**src/rtl/core/gbn_pkg.sv**
```systemverilog
// Shared types and constants for the go-back-N window sender.
// Used by gbn_ctrl, gbn_dp and go_back_n_window_sender; no dependencies.
`default_nettype none

package gbn_pkg;

	// event codes on opcode
	localparam logic [1:0] OP_BEGIN = 2'd0;
	localparam logic [1:0] OP_RECV  = 2'd1;
	localparam logic [1:0] OP_TMO   = 2'd2;

	// configuration register indexes
	localparam logic [1:0] REG_WINDOW_SIZE = 2'd0;
	localparam logic [1:0] REG_TOTAL_PKTS  = 2'd1;
	localparam logic [1:0] REG_LAST_BYTES  = 2'd2;
	localparam logic [1:0] REG_START_SEQ   = 2'd3;

	localparam logic [4:0]  WINDOW_SIZE_RST = 5'd8;
	localparam logic [31:0] START_SEQ_RST   = 32'd16000;

	// result codes
	localparam logic       KIND_SEND = 1'b0;
	localparam logic       KIND_DONE = 1'b1;
	localparam logic [1:0] PT_START  = 2'd0;
	localparam logic [1:0] PT_END    = 2'd1;
	localparam logic [1:0] PT_DATA   = 2'd2;

	// acknowledgement format
	localparam logic [4:0]  ACK_LEN  = 5'd20;
	localparam logic [31:0] ACK_TYPE = 32'd3;

	typedef enum logic [2:0] {
		PH_IDLE,
		PH_START,
		PH_DATA,
		PH_DRAIN,
		PH_END
	} phase_t;

	typedef enum logic [2:0] {
		C_IDLE,
		C_EVAL,
		C_WIN,
		C_EMIT,
		C_ONE
	} ctl_state_t;

	typedef enum logic [1:0] {
		ONE_START,
		ONE_END,
		ONE_DONE
	} one_sel_t;

	typedef struct packed {
		logic     load_rx;
		logic     clr_window;
		logic     set_base0;
		logic     upd_base;
		logic     win_init;
		logic     emit_data;
		logic     emit_one;
		one_sel_t one_sel;
	} ctl_cmd_t;

	typedef struct packed {
		logic [1:0] op;
		logic       seq_eq_start;
		logic       ack_ok;
		logic       win_full;
		logic       base_ge_total;
		logic       last_data;
		logic       out_free;
	} dp_stat_t;

endpackage

`default_nettype wire

```
**src/rtl/core/gbn_dp.sv**
```systemverilog
// Datapath of the go-back-N sender: config registers, window registers,
// received header, offset multiply and the output register. Uses gbn_pkg.
`default_nettype none

module gbn_dp import gbn_pkg::*; #(
	parameter int WINDOW_MAX  = 16,
	parameter int FRAME_BYTES = 1456
) (
	input  wire logic        clk,
	input  wire logic        arst_n,
	input  wire logic        cfg_we,
	input  wire logic [1:0]  cfg_index,
	input  wire logic [31:0] cfg_data,
	input  wire logic [1:0]  opcode,
	input  wire logic [4:0]  rx_length,
	input  wire logic [31:0] rx_type,
	input  wire logic [31:0] rx_seq,
	input  wire logic        out_stall,
	output logic             out_valid,
	output logic             kind,
	output logic [1:0]       packet_type,
	output logic [31:0]      seq_number,
	output logic [10:0]      payload_bytes,
	output logic [31:0]      payload_offset,
	output logic             last,
	input  wire ctl_cmd_t    cmd,
	output dp_stat_t         stat
);

	localparam int LW = $clog2(WINDOW_MAX + 1);

	logic [4:0]    window_size_q;
	logic [31:0]   total_q;
	logic [10:0]   last_bytes_q;
	logic [31:0]   start_seq_q;

	logic [1:0]    op_q;
	logic [4:0]    rx_len_q;
	logic [31:0]   rx_type_q;
	logic [31:0]   rx_seq_q;

	logic [31:0]   base_q;
	logic [31:0]   head_q;
	logic [LW-1:0] len_q;
	logic [LW-1:0] cnt_q;
	logic [31:0]   cur_seq_q;
	logic [31:0]   off_q;

	logic          out_valid_q;
	logic          kind_q;
	logic [1:0]    ptype_q;
	logic [31:0]   seq_out_q;
	logic [10:0]   bytes_q;
	logic [31:0]   off_out_q;
	logic          last_q;

	logic [32:0]   head_plus_len;
	logic [31:0]   base_new;
	logic [LW-1:0] eff_win;
	logic [31:0]   left;
	logic [LW-1:0] new_len;
	logic [47:0]   prod;
	logic [10:0]   data_bytes;
	logic          is_final;

	// configuration registers
	always_ff @(posedge clk or negedge arst_n) begin
		if (!arst_n) begin
			window_size_q <= WINDOW_SIZE_RST;
			total_q       <= '0;
			last_bytes_q  <= '0;
			start_seq_q   <= START_SEQ_RST;
		end else if (cfg_we) begin
			case (cfg_index)
				REG_WINDOW_SIZE: window_size_q <= cfg_data[4:0];
				REG_TOTAL_PKTS:  total_q       <= cfg_data;
				REG_LAST_BYTES:  last_bytes_q  <= cfg_data[10:0];
				REG_START_SEQ:   start_seq_q   <= cfg_data;
				default:         ;
			endcase
		end
	end

	// received header
	always_ff @(posedge clk) begin
		if (cmd.load_rx) begin
			op_q      <= opcode;
			rx_len_q  <= rx_length;
			rx_type_q <= rx_type;
			rx_seq_q  <= rx_seq;
		end
	end

	always_comb begin
		head_plus_len = {1'b0, head_q} + 33'(len_q);
		base_new      = (rx_seq_q > base_q) ? rx_seq_q : base_q;

		// clamp window size to 1..WINDOW_MAX
		if (window_size_q == 5'd0)
			eff_win = LW'(1);
		else if (32'(window_size_q) > 32'(WINDOW_MAX))
			eff_win = LW'(WINDOW_MAX);
		else
			eff_win = LW'(window_size_q);

		left    = total_q - base_q;
		new_len = (left < 32'(eff_win)) ? LW'(left) : eff_win;
		prod    = base_q * 16'(FRAME_BYTES);

		is_final = (cur_seq_q == total_q - 32'd1) && (last_bytes_q != 11'd0);
		if (!is_final)
			data_bytes = 11'(FRAME_BYTES);
		else if (32'(last_bytes_q) > 32'(FRAME_BYTES))
			data_bytes = 11'(FRAME_BYTES);
		else
			data_bytes = last_bytes_q;
	end

	assign stat.op            = op_q;
	assign stat.seq_eq_start  = (rx_seq_q == start_seq_q);
	assign stat.ack_ok        = (rx_len_q == ACK_LEN) && (rx_type_q == ACK_TYPE)
		&& (rx_seq_q != start_seq_q) && (rx_seq_q >= head_q)
		&& ({1'b0, rx_seq_q} <= head_plus_len);
	assign stat.win_full      = ({1'b0, base_new} == head_plus_len);
	assign stat.base_ge_total = (base_q >= total_q);
	assign stat.last_data     = ((LW+1)'(cnt_q) + (LW+1)'(1) == (LW+1)'(len_q));
	assign stat.out_free      = !out_valid_q || !out_stall;

	// window registers
	always_ff @(posedge clk or negedge arst_n) begin
		if (!arst_n) begin
			base_q <= '0;
			head_q <= '0;
			len_q  <= '0;
			cnt_q  <= '0;
		end else begin
			if (cmd.clr_window) begin
				base_q <= '0;
				head_q <= '0;
				len_q  <= '0;
			end else if (cmd.set_base0) begin
				base_q <= '0;
			end else if (cmd.upd_base) begin
				base_q <= base_new;
			end else if (cmd.win_init) begin
				head_q <= base_q;
				len_q  <= (base_q >= total_q) ? '0 : new_len;
			end
			if (cmd.win_init)
				cnt_q <= '0;
			else if (cmd.emit_data)
				cnt_q <= cnt_q + LW'(1);
		end
	end

	// running sequence number and byte offset
	always_ff @(posedge clk) begin
		if (cmd.win_init) begin
			cur_seq_q <= base_q;
			off_q     <= prod[31:0];
		end else if (cmd.emit_data) begin
			cur_seq_q <= cur_seq_q + 32'd1;
			off_q     <= off_q + 32'(FRAME_BYTES);
		end
	end

	// output register
	always_ff @(posedge clk or negedge arst_n) begin
		if (!arst_n)
			out_valid_q <= 1'b0;
		else if (cmd.emit_data || cmd.emit_one)
			out_valid_q <= 1'b1;
		else if (!out_stall)
			out_valid_q <= 1'b0;
	end

	always_ff @(posedge clk) begin
		if (cmd.emit_data) begin
			kind_q    <= KIND_SEND;
			ptype_q   <= PT_DATA;
			seq_out_q <= cur_seq_q;
			bytes_q   <= data_bytes;
			off_out_q <= off_q;
			last_q    <= stat.last_data;
		end else if (cmd.emit_one) begin
			bytes_q   <= '0;
			off_out_q <= '0;
			last_q    <= 1'b1;
			case (cmd.one_sel)
				ONE_START: begin
					kind_q    <= KIND_SEND;
					ptype_q   <= PT_START;
					seq_out_q <= start_seq_q;
				end
				ONE_END: begin
					kind_q    <= KIND_SEND;
					ptype_q   <= PT_END;
					seq_out_q <= start_seq_q;
				end
				default: begin
					kind_q    <= KIND_DONE;
					ptype_q   <= PT_START;
					seq_out_q <= '0;
				end
			endcase
		end
	end

	assign out_valid      = out_valid_q;
	assign kind           = kind_q;
	assign packet_type    = ptype_q;
	assign seq_number     = seq_out_q;
	assign payload_bytes  = bytes_q;
	assign payload_offset = off_out_q;
	assign last           = last_q;

	a_one_source: assert property (@(posedge clk) disable iff (!arst_n)
		!(cmd.emit_data && cmd.emit_one))
		else $error("data and single result issued together");

	a_len_bound: assert property (@(posedge clk) disable iff (!arst_n)
		32'(len_q) <= 32'(WINDOW_MAX))
		else $error("window length above maximum");

	a_emit_in_window: assert property (@(posedge clk) disable iff (!arst_n)
		cmd.emit_data |-> (cnt_q < len_q) && (cur_seq_q < total_q))
		else $error("data packet outside the window");

	a_no_overwrite: assert property (@(posedge clk) disable iff (!arst_n)
		(cmd.emit_data || cmd.emit_one) |-> (!out_valid_q || !out_stall))
		else $error("output register overwritten while held");

endmodule

`default_nettype wire

```
**src/rtl/core/gbn_ctrl.sv**
```systemverilog
// Controller of the go-back-N sender: protocol phase and sequencing FSM.
// Uses gbn_pkg; drives the datapath gbn_dp through ctl_cmd_t.
`default_nettype none

module gbn_ctrl import gbn_pkg::*; (
	input  wire logic     clk,
	input  wire logic     arst_n,
	input  wire logic     in_valid,
	output logic          in_stall,
	input  wire dp_stat_t stat,
	output ctl_cmd_t      cmd
);

	ctl_state_t state_q, state_d;
	phase_t     phase_q, phase_d;
	one_sel_t   sel_q, sel_d;

	always_ff @(posedge clk or negedge arst_n) begin
		if (!arst_n) begin
			state_q <= C_IDLE;
			phase_q <= PH_IDLE;
			sel_q   <= ONE_START;
		end else begin
			state_q <= state_d;
			phase_q <= phase_d;
			sel_q   <= sel_d;
		end
	end

	// next state
	always_comb begin
		state_d = state_q;
		phase_d = phase_q;
		sel_d   = sel_q;
		case (state_q)
			C_IDLE: begin
				if (in_valid)
					state_d = C_EVAL;
			end
			C_EVAL: begin
				state_d = C_IDLE;
				case (stat.op)
					OP_BEGIN: begin
						phase_d = PH_START;
						sel_d   = ONE_START;
						state_d = C_ONE;
					end
					OP_RECV: begin
						case (phase_q)
							PH_START: if (stat.seq_eq_start) state_d = C_WIN;
							PH_DATA: if (stat.ack_ok && stat.win_full) state_d = C_WIN;
							PH_END: begin
								if (stat.seq_eq_start) begin
									phase_d = PH_IDLE;
									sel_d   = ONE_DONE;
									state_d = C_ONE;
								end
							end
							default: ;
						endcase
					end
					OP_TMO: begin
						case (phase_q)
							PH_START: begin
								sel_d   = ONE_START;
								state_d = C_ONE;
							end
							PH_DATA: state_d = C_WIN;
							PH_DRAIN, PH_END: begin
								phase_d = PH_END;
								sel_d   = ONE_END;
								state_d = C_ONE;
							end
							default: ;
						endcase
					end
					default: ;
				endcase
			end
			C_WIN: begin
				if (stat.base_ge_total) begin
					phase_d = PH_DRAIN;
					state_d = C_IDLE;
				end else begin
					phase_d = PH_DATA;
					state_d = C_EMIT;
				end
			end
			C_EMIT: begin
				if (stat.out_free && stat.last_data)
					state_d = C_IDLE;
			end
			C_ONE: begin
				if (stat.out_free)
					state_d = C_IDLE;
			end
			default: state_d = C_IDLE;
		endcase
	end

	// commands
	always_comb begin
		cmd        = '0;
		cmd.one_sel = sel_q;
		in_stall   = 1'b1;
		case (state_q)
			C_IDLE: begin
				in_stall    = 1'b0;
				cmd.load_rx = in_valid;
			end
			C_EVAL: begin
				cmd.clr_window = (stat.op == OP_BEGIN);
				cmd.set_base0  = (stat.op == OP_RECV) && (phase_q == PH_START)
					&& stat.seq_eq_start;
				cmd.upd_base   = (stat.op == OP_RECV) && (phase_q == PH_DATA)
					&& stat.ack_ok;
			end
			C_WIN:  cmd.win_init  = 1'b1;
			C_EMIT: cmd.emit_data = stat.out_free;
			C_ONE:  cmd.emit_one  = stat.out_free;
			default: ;
		endcase
	end

	a_accept_eval: assert property (@(posedge clk) disable iff (!arst_n)
		(in_valid && !in_stall) |=> (state_q == C_EVAL))
		else $error("accepted request not evaluated");

	a_emit_phase: assert property (@(posedge clk) disable iff (!arst_n)
		(state_q == C_EMIT) |-> (phase_q == PH_DATA))
		else $error("data burst outside data phase");

	a_stall_busy: assert property (@(posedge clk) disable iff (!arst_n)
		(state_q != C_IDLE) |-> in_stall)
		else $error("request accepted while busy");

endmodule

`default_nettype wire

```
**src/rtl/core/go_back_n_window_sender.sv**
```systemverilog
// Top level of the go-back-N window sender: controller plus datapath.
// Uses gbn_pkg, gbn_ctrl and gbn_dp.
//
//  channel   signals                                       handshake
//  --------  --------------------------------------------  ----------------
//  in        opcode, rx_length, rx_type, rx_seq            in_valid/in_stall
//  out       kind, packet_type, seq_number, payload_bytes,  out_valid/out_stall
//            payload_offset, last
//  cfg       cfg_index, cfg_data                           cfg_we, no wait
//
// One request at a time: accept, evaluate, then results. A request with no
// result ends after evaluate (after window setup if it opens an empty window
// and enters drain); one with a single result passes the single-result state;
// one sending a window passes window setup, which holds the offset multiply,
// then sends one data result per cycle from the burst state. Output stall
// holds the burst and single results; the output register keeps one result.
// Reset returns the phase to idle, clears the window and loads config defaults.
`default_nettype none

module go_back_n_window_sender import gbn_pkg::*; #(
	parameter int WINDOW_MAX  = 16,
	parameter int FRAME_BYTES = 1456
) (
	input  wire logic        clk,
	input  wire logic        arst_n,
	input  wire logic        cfg_we,
	input  wire logic [1:0]  cfg_index,
	input  wire logic [31:0] cfg_data,
	input  wire logic        in_valid,
	output logic             in_stall,
	input  wire logic [1:0]  opcode,
	input  wire logic [4:0]  rx_length,
	input  wire logic [31:0] rx_type,
	input  wire logic [31:0] rx_seq,
	output logic             out_valid,
	input  wire logic        out_stall,
	output logic             kind,
	output logic [1:0]       packet_type,
	output logic [31:0]      seq_number,
	output logic [10:0]      payload_bytes,
	output logic [31:0]      payload_offset,
	output logic             last
);

	ctl_cmd_t cmd;
	dp_stat_t stat;

	gbn_ctrl u_ctrl (
		.clk      (clk),
		.arst_n   (arst_n),
		.in_valid (in_valid),
		.in_stall (in_stall),
		.stat     (stat),
		.cmd      (cmd)
	);

	gbn_dp #(
		.WINDOW_MAX  (WINDOW_MAX),
		.FRAME_BYTES (FRAME_BYTES)
	) u_dp (
		.clk            (clk),
		.arst_n         (arst_n),
		.cfg_we         (cfg_we),
		.cfg_index      (cfg_index),
		.cfg_data       (cfg_data),
		.opcode         (opcode),
		.rx_length      (rx_length),
		.rx_type        (rx_type),
		.rx_seq         (rx_seq),
		.out_stall      (out_stall),
		.out_valid      (out_valid),
		.kind           (kind),
		.packet_type    (packet_type),
		.seq_number     (seq_number),
		.payload_bytes  (payload_bytes),
		.payload_offset (payload_offset),
		.last           (last),
		.cmd            (cmd),
		.stat           (stat)
	);

endmodule

`default_nettype wire
```
**config.mk**
```make
export PLATFORM = sky130hd
export DESIGN_NAME = go_back_n_window_sender
export DESIGN_NICKNAME = d
export VERILOG_FILES = /design/src/rtl/core/gbn_pkg.sv /design/src/rtl/core/gbn_dp.sv /design/src/rtl/core/gbn_ctrl.sv /design/src/rtl/core/go_back_n_window_sender.sv
export SDC_FILE = /design/constraint.sdc
export NUM_CORES = 1
export LEC_CHECK = 0
export ABC_AREA = 0
export BUFFER_PORTS_ARGS = -buffer_cell sky130_fd_sc_hd__buf_4
export CAP_MARGIN = 25
export CORE_AREA = 8 8 282 284
export DETAILED_ROUTE_END_ITERATION = 12
export DIE_AREA = 0 0 290 292
export MAX_ROUTING_LAYER = met4
export SYNTH_ARGS = -nofsm -noshare
export SYNTH_HDL_FRONTEND = slang
export SYNTH_HIERARCHICAL = 1
export SYNTH_SLANG_ARGS = --single-unit
```
**constraint.sdc**
```tcl
create_clock -name clk -period 7.1 [get_ports clk]
set_clock_uncertainty 0.15 [all_clocks]
set_input_delay 0.355 -clock clk [delete_from_list [all_inputs] [get_ports clk]]
set_output_delay 0.355 -clock clk [all_outputs]
set_load 0.02 [all_outputs]
```
==> impl_metrics.yaml, run 1 <==
route:
  antenna_left: 0
  num_vias: 20420
  routed_wl_mm: 82.02
  drtIter0Drc: 1442
  drtPass1Iterations: 5
  routedWlPerCell_um: 21.10
  drc_errors: 0
  routed_via_density: 5.252
sta:
  clock.fmax_mhz: 164.3
  tns_ps: 0
  rsz0062_at_grt: "no"
  tightest_slew_ps: 1008
  setup_viol: 0
  period_share_pct: 85.74
  min_period_ps: 6088
  final_max_slew_viol_count: 0
  hold_ws_ps: 45.68
  maxSlewHeadroom_pct: 32.27
  final_hold_viol_count: 0
logic_synthesis:
  synth_top_area_cell: "edfxtp_1"
  netlist_area_sq_um: 26000
  yosysWarnings: 6
  synth_most_common_cell: "inv_1"
  synth.distinct_cells: 91
  ys_top_cells_by_count: "inv_1, nand2_1, ha_1"
  synth_seq_area_share_pct: 39.40
  ys.flop_type: "edfxtp_1"
  synth-edff-count: 203
  postSynth.asyncResetShare_pct: 44.17
  synthTopCellsByArea: "edfxtp_1, dfrtp_1, ha_1, fa_1, xnor2_1"
  ys_ff_latch: 369
  syn_inst: 2594
  avgSynthCellArea_sq_um: 10.02
  synth.top_cell.area_share_pct: 23.45
critical_path:
  critical_path_buf_inv_count: 3
  startpoint_type: "register"
  critPathMaxStageDelay_ps: 500
  critPathCaptureType: "register"
  critPathKind: "register to register"
  cp_data_arrival_time_ps: 6390
  required_ps: 7400
  critPathMaxFanout: 21
  cp_top_family: "compound AO/OA/AOI/OAI gates"
  cp_common_cell: "a21oi_1"
  critPathSlowestCell: "a311oi_1"
die:
  rows: 101
  fp.dieW_um: 290
  die_area_sq_um: 84680
  start_util_pct: 34.58
  coreArea_sq_um: 75190
  fp.dieH_um: 292
  ios: 191
final_layout:
  drive_above_1_share_pct: 14.44
  final_cells: 3887
  syn2layout_area_growth_pct: 19.38
  postLayoutCoreUtil_pct: 41.28
  nets: 3251
  insertedDiodeCount: 0
  fillCellCount: 7322
clocking:
  worstSkewPairLatency_ps: 610
  ctsResizeCount: 0
  cts_max_path_buffers: 3
  cts_made_buffers: 46
  h-tree-depth: 2
  post_cts_buffers: 0
  clock_sinks: 369
  cts.clk_slew.worst_paths_ps: 60
  cts_tree: "yes"
  root_buffer: "clkbuf_16"
  ctsHoldBuffers: 107
global_route:
  grt_busiest_layer: "met2"
  grt_max_degree: 71
  met3_usage_pct: 2.886
  grt_pass1_vias: 20400
  grt_util_met2_pct: 32.21
  grt_use_met1_pct: 24.59
  grt_usage_pct: 19.33
  grt_pass1_wl_mm: 125.2
  grt-ovfl-total: 0
  grt_antenna_before_repair: 1
place:
  dp_cells: 3693
  port_buffers: 186
  gp_congestion: 0.9796
  dp_hpwl_mm: 63.30
outcome:
  status: "finished, final reports clean"
power_and_ir_drop:
  p_per_area_nw_per_um2: 200.8
  power.total_uw: 6233
  p_leak_uw: 0.01263
  ir_drop_uv: 163.9
min_path:
  hp-class: "primary input to register"
job:
  maxCapViolCount: 0
[cells in the final DEF (no fill, tap or decap), types with 20 or more instances in the layout]
| cell | netlist | final |
|---|---|---|
| buf_4 | 6 | 206 |
| a21o_1 | 41 | 41 |
| xor2_1 | 111 | 111 |
| xnor2_1 | 135 | 135 |
| dlygate4sd3_1 | 0 | 107 |
| fa_1 | 62 | 62 |
| a22o_1 | 66 | 66 |
| a21oi_1 | 130 | 130 |
| o21ai_0 | 115 | 115 |
| nand4_1 | 50 | 50 |
| nand2b_1 | 22 | 22 |
| dfrtp_1 | 156 | 156 |
| and2_1 | 45 | 45 |
| inv_1 | 253 | 252 |
| ha_1 | 208 | 208 |
| edfxtp_1 | 203 | 203 |
| nand3_1 | 50 | 50 |
| a211oi_1 | 20 | 20 |
| clkbuf_16 | 0 | 46 |
| nor2_1 | 137 | 131 |
| nand2_1 | 224 | 224 |
| nor2b_1 | 23 | 23 |
| nor4_1 | 35 | 35 |
| mux2i_1 | 37 | 37 |
| mux2_2 | 84 | 84 |
| nor3_1 | 48 | 48 |
[path summary, 6_finish.rpt]
check	end	cells after the start	startpoint	slack, ps
min reg2reg	u_dp/packet_type[1]	1	u_dp/packet_type[1]	310
min in group asynchronous	u_dp/base_q[1]	2	arst_n	160
max	u_dp/len_q[3]	28	u_dp/len_q[0]	1010
max in group asynchronous	u_dp/total_q[22]	3	arst_n	5270
min	u_ctrl/state_q[0]	5	in_valid	50
max reg2reg	u_dp/len_q[3]	28	u_dp/len_q[0]	1010
[metrics by stage]
stage | cell area [sq um] | setup slack (ps)
6_report | 31040 | 1012
5_1_grt | 31040 | 437.4
4_1_cts | 31010 | 1089
3_5_place_dp | 28450 | 1166
3_3_place_gp | 28450 | 1266
2_1_floorplan | 26010 | 1795
[tightest hold or removal path, delay by kind of cell]
kind / cells / cell delay, ps
buffers and inverters: 1 / 90
AO/OA/AOI/OAI: 2 / 180
AND/OR/NAND/NOR: 2 / 120
[layout make-up]
| type | count | area [sq um] | area share, % |
|---|---|---|---|
| clock buffers | 50 | 1166 | 3.757 |
| clock inverters | 36 | 320.3 | 1.032 |
| inverters | 253 | 950.9 | 3.064 |
| multi-input cells | 1886 | 14480 | 46.65 |
| flip-flops and latches | 369 | 10240 | 33.00 |
| well taps | 978 | 1224 | 3.942 |
| repair buffers | 315 | 2656 | 8.558 |
[metal layers]
layer	vias to the layer above	share of wire, %
met4	0	2.7
li1	9811	-
met1	9991	45
met5	-	0
met2	501	48
met3	112	5.0
[sequential cells by signal, summed over array words and instances (netlist names), 3 cells and up]
register / flops
u_dp/base_q: 32
u_dp/cur_seq_q: 32
u_dp/head_q: 32
u_dp/rx_seq_q: 32
u_dp/rx_type_q: 32
u_dp/seq_number: 32
u_dp/start_seq_q: 32
u_dp/total_q: 32
u_dp/off_q: 28
u_dp/payload_offset: 28
u_dp/last_bytes_q: 11
u_dp/payload_bytes: 11
u_dp/cnt_q: 5
u_dp/len_q: 5
u_dp/rx_len_q: 5
u_dp/window_size_q: 5
u_ctrl/phase_q: 3
u_ctrl/state_q: 3
[logic make-up after synthesis]
logic type	count (synthesis)	synth area share (%)
AO/OA/AOI/OAI	514	13.07
XOR/XNOR	246	8.287
adder cells (fa/ha/maj)	270	14.78
buffers and inverters	342	5.130
flip-flops	369	39.40
multiplexers	121	5.063
other	1	0.01442
AND/OR/NAND/NOR	731	14.25
[power by group]
group          switching, uW  internal (uW)
clock network           1010           1320
registers                225           2430
logic                    704            547
total                   1940           4290
No activity file was read; power rests on OpenSTA's default activity.
==> inputs of run 2 (changes only) <==
--- a/config.mk
+++ b/config.mk
@@ -11,6 +11,7 @@
 export CORE_AREA = 8 8 282 284
 export DETAILED_ROUTE_END_ITERATION = 12
 export DIE_AREA = 0 0 290 292
+export GPL_TIMING_DRIVEN = 0
 export MAX_ROUTING_LAYER = met4
 export SYNTH_ARGS = -nofsm -noshare
 export SYNTH_HDL_FRONTEND = slang
==> impl_metrics.yaml, run 2 (synthesis gave the netlist of run 1 again) <==
critical_path:
  critPathKind: "register to register"
  regToRegEndpoint: "u_dp/base_q[19]"
  required_ps: 7450
  crit_chain: "ha_1 > a21o_1 > a21oi_1 > o21bai_1 > a21oi_1 > or2_2 > nor3_1 > xnor2_1 > ha_1 > nand4_1 > nor2_1 > nand3_1 > nor4_1 > nor2_1 > a311oi_1 > nand4b_1 > nor3_2 > inv_1 > nor2_1 > clkbuf_1 > nand2_1 > a21oi_1"
  critPathCaptureType: "register"
  r2r-start: "u_dp/len_q[1]"
  critPathMaxFanout: 10
  critPathSlowestCell: "nor4_1"
  startpoint_type: "register"
  r2r.worst_path.cells: 22
  r2r_setup_slack_ps: 240
  cp_data_arrival_time_ps: 7220
  critPathMaxStageDelay_ps: 650
final_layout:
  syn2layout_area_growth_pct: 20.54
  fillCellCount: 7349
  drive_above_1_share_pct: 13.75
  nets: 3324
  layout_commonest_cell: "inv_1"
  final_cells: 3959
  insertedDiodeCount: 0
  final_cell_mix: "inv_1, nand2_1, ha_1, edfxtp_1, buf_4"
die:
  fp.dieH_um: 292
  die_area_sq_um: 84680
  rows: 101
  fp.dieW_um: 290
  ios: 191
  start_util_pct: 34.58
  coreArea_sq_um: 75190
global_route:
  grt-ovfl-total: 0
  grt_max_degree: 85
  grt_antenna_before_repair: 0
  grt_pass1_vias: 20760
  grt_usage_pct: 19.88
  grt_pass1_wl_mm: 127.8
place:
  gp_congestion: 0.9847
  port_buffers: 186
  dp_cells: 3766
  place_ws_ps: -447.7
  dp_hpwl_mm: 65.48
route:
  routedWlPerCell_um: 21.31
  drtIter0Drc: 1360
  routed_wl_mm: 84.38
  drtPass1Iterations: 8
  antenna_left: 0
  drc_errors: 0
  num_vias: 20950
  routed_via_density: 5.292
min_path:
  min_to: "u_ctrl/state_q[0]"
  min_path_cells: 5
  hp-start: "in_valid"
  hp-class: "primary input to register"
sta:
  tns_ps: 0
  hold_ws_ps: 61.19
  setup_viol: 0
  rsz0062_at_grt: "no"
  maxSlewHeadroom_pct: 33.45
  period_share_pct: 96.65
  min_period_ps: 6862
  final_hold_viol_count: 0
  tightest_slew_ps: 998.3
  setup_slack_ps: 238.1
  clock.fmax_mhz: 145.7
  final_max_slew_viol_count: 0
clocking:
  cts.clk_slew.worst_paths_ps: 70
  worstSkewPairLatency_ps: 590
  cts_max_path_buffers: 3
  cts_tree: "yes"
  cts_made_buffers: 45
  h-tree-depth: 2
  clock_sinks: 369
  root_buffer: "clkbuf_16"
power_and_ir_drop:
  ir_drop_uv: 185.8
  p_leak_uw: 0.01273
  p_per_area_nw_per_um2: 198.4
outcome:
  status: "finished, final reports clean"
job:
  maxCapViolCount: 0
[run 2: area by class of cell]
type / instances / area (sq um) / share of cell area (%)
Multi-Input combinational cell: 1886 / 14460 / 46.15
Sequential cell: 369 / 10240 / 32.69
Timing Repair Buffer: 300 / 2606 / 8.316
Clock buffer: 58 / 1280 / 4.084
Tap cell: 978 / 1224 / 3.904
Inverter: 253 / 949.7 / 3.030
Buffer: 89 / 385.4 / 1.230
Clock inverter: 26 / 188.9 / 0.6028
[run 2: what timing repair did]
action                                 4_1_cts  5_1_grt
setup endpoints to repair                   59       60
hold buffers                               108        0
gates resized for setup                      3        2
buffers inserted                             0        0
endpoints found under the hold margin      232        0
[run 2: worst max path at each step]
stage | to | from
detailed placement | u_dp/head_q[26] | u_dp/len_q[0]
finish | u_dp/base_q[19] | u_dp/len_q[1]
global route | u_dp/head_q[10] | u_dp/len_q[0]
floorplan | u_dp/off_q[30] | u_dp/base_q[5]
global placement | u_dp/head_q[28] | u_dp/len_q[0]
CTS | u_dp/base_q[6] | u_dp/len_q[0]
[run 2: worst max-delay path, delay by kind of cell (launching register included)]
kind	cells	cell delay (ps)
compound gates	6	1750
xor+xnor	1	170
buf+inv	2	570
flops	1	470
simple gates	11	3010
fa+ha+maj	2	620
[run 2: power breakdown]
part           switching [uW]  leakage [uW]  total (uW)  internal, uW
Sequential                217       0.00386        2640          2430
Clock                     986      0.000725        2310          1320
Combinational             708       0.00815        1270           560
[run 2: per-layer routing]
layer  up-vias  wire length, um  share of wire, %  global-route usage [%]
li1       9940                -                 -                       -
met1     10200            36950                44                   25.46
met2       633            38880                46                   31.65
met3       175             4866               5.8                   2.795
met4         0             3687               4.4                   8.070
met5         -                0                 0                       -
[run 2: metrics by stage]
| step | total power [uW] | instance area, sq um | util [%] |
|---|---|---|---|
| floorplan | 3409 | 26010 | - |
| global placement | 3863 | 28630 | 38.08 |
| detailed placement | 3871 | 28760 | 38.25 |
| CTS | 6268 | 31320 | 41.65 |
| global route | 6499 | 31340 | 41.68 |
| finish | 6218 | 31340 | 41.68 |
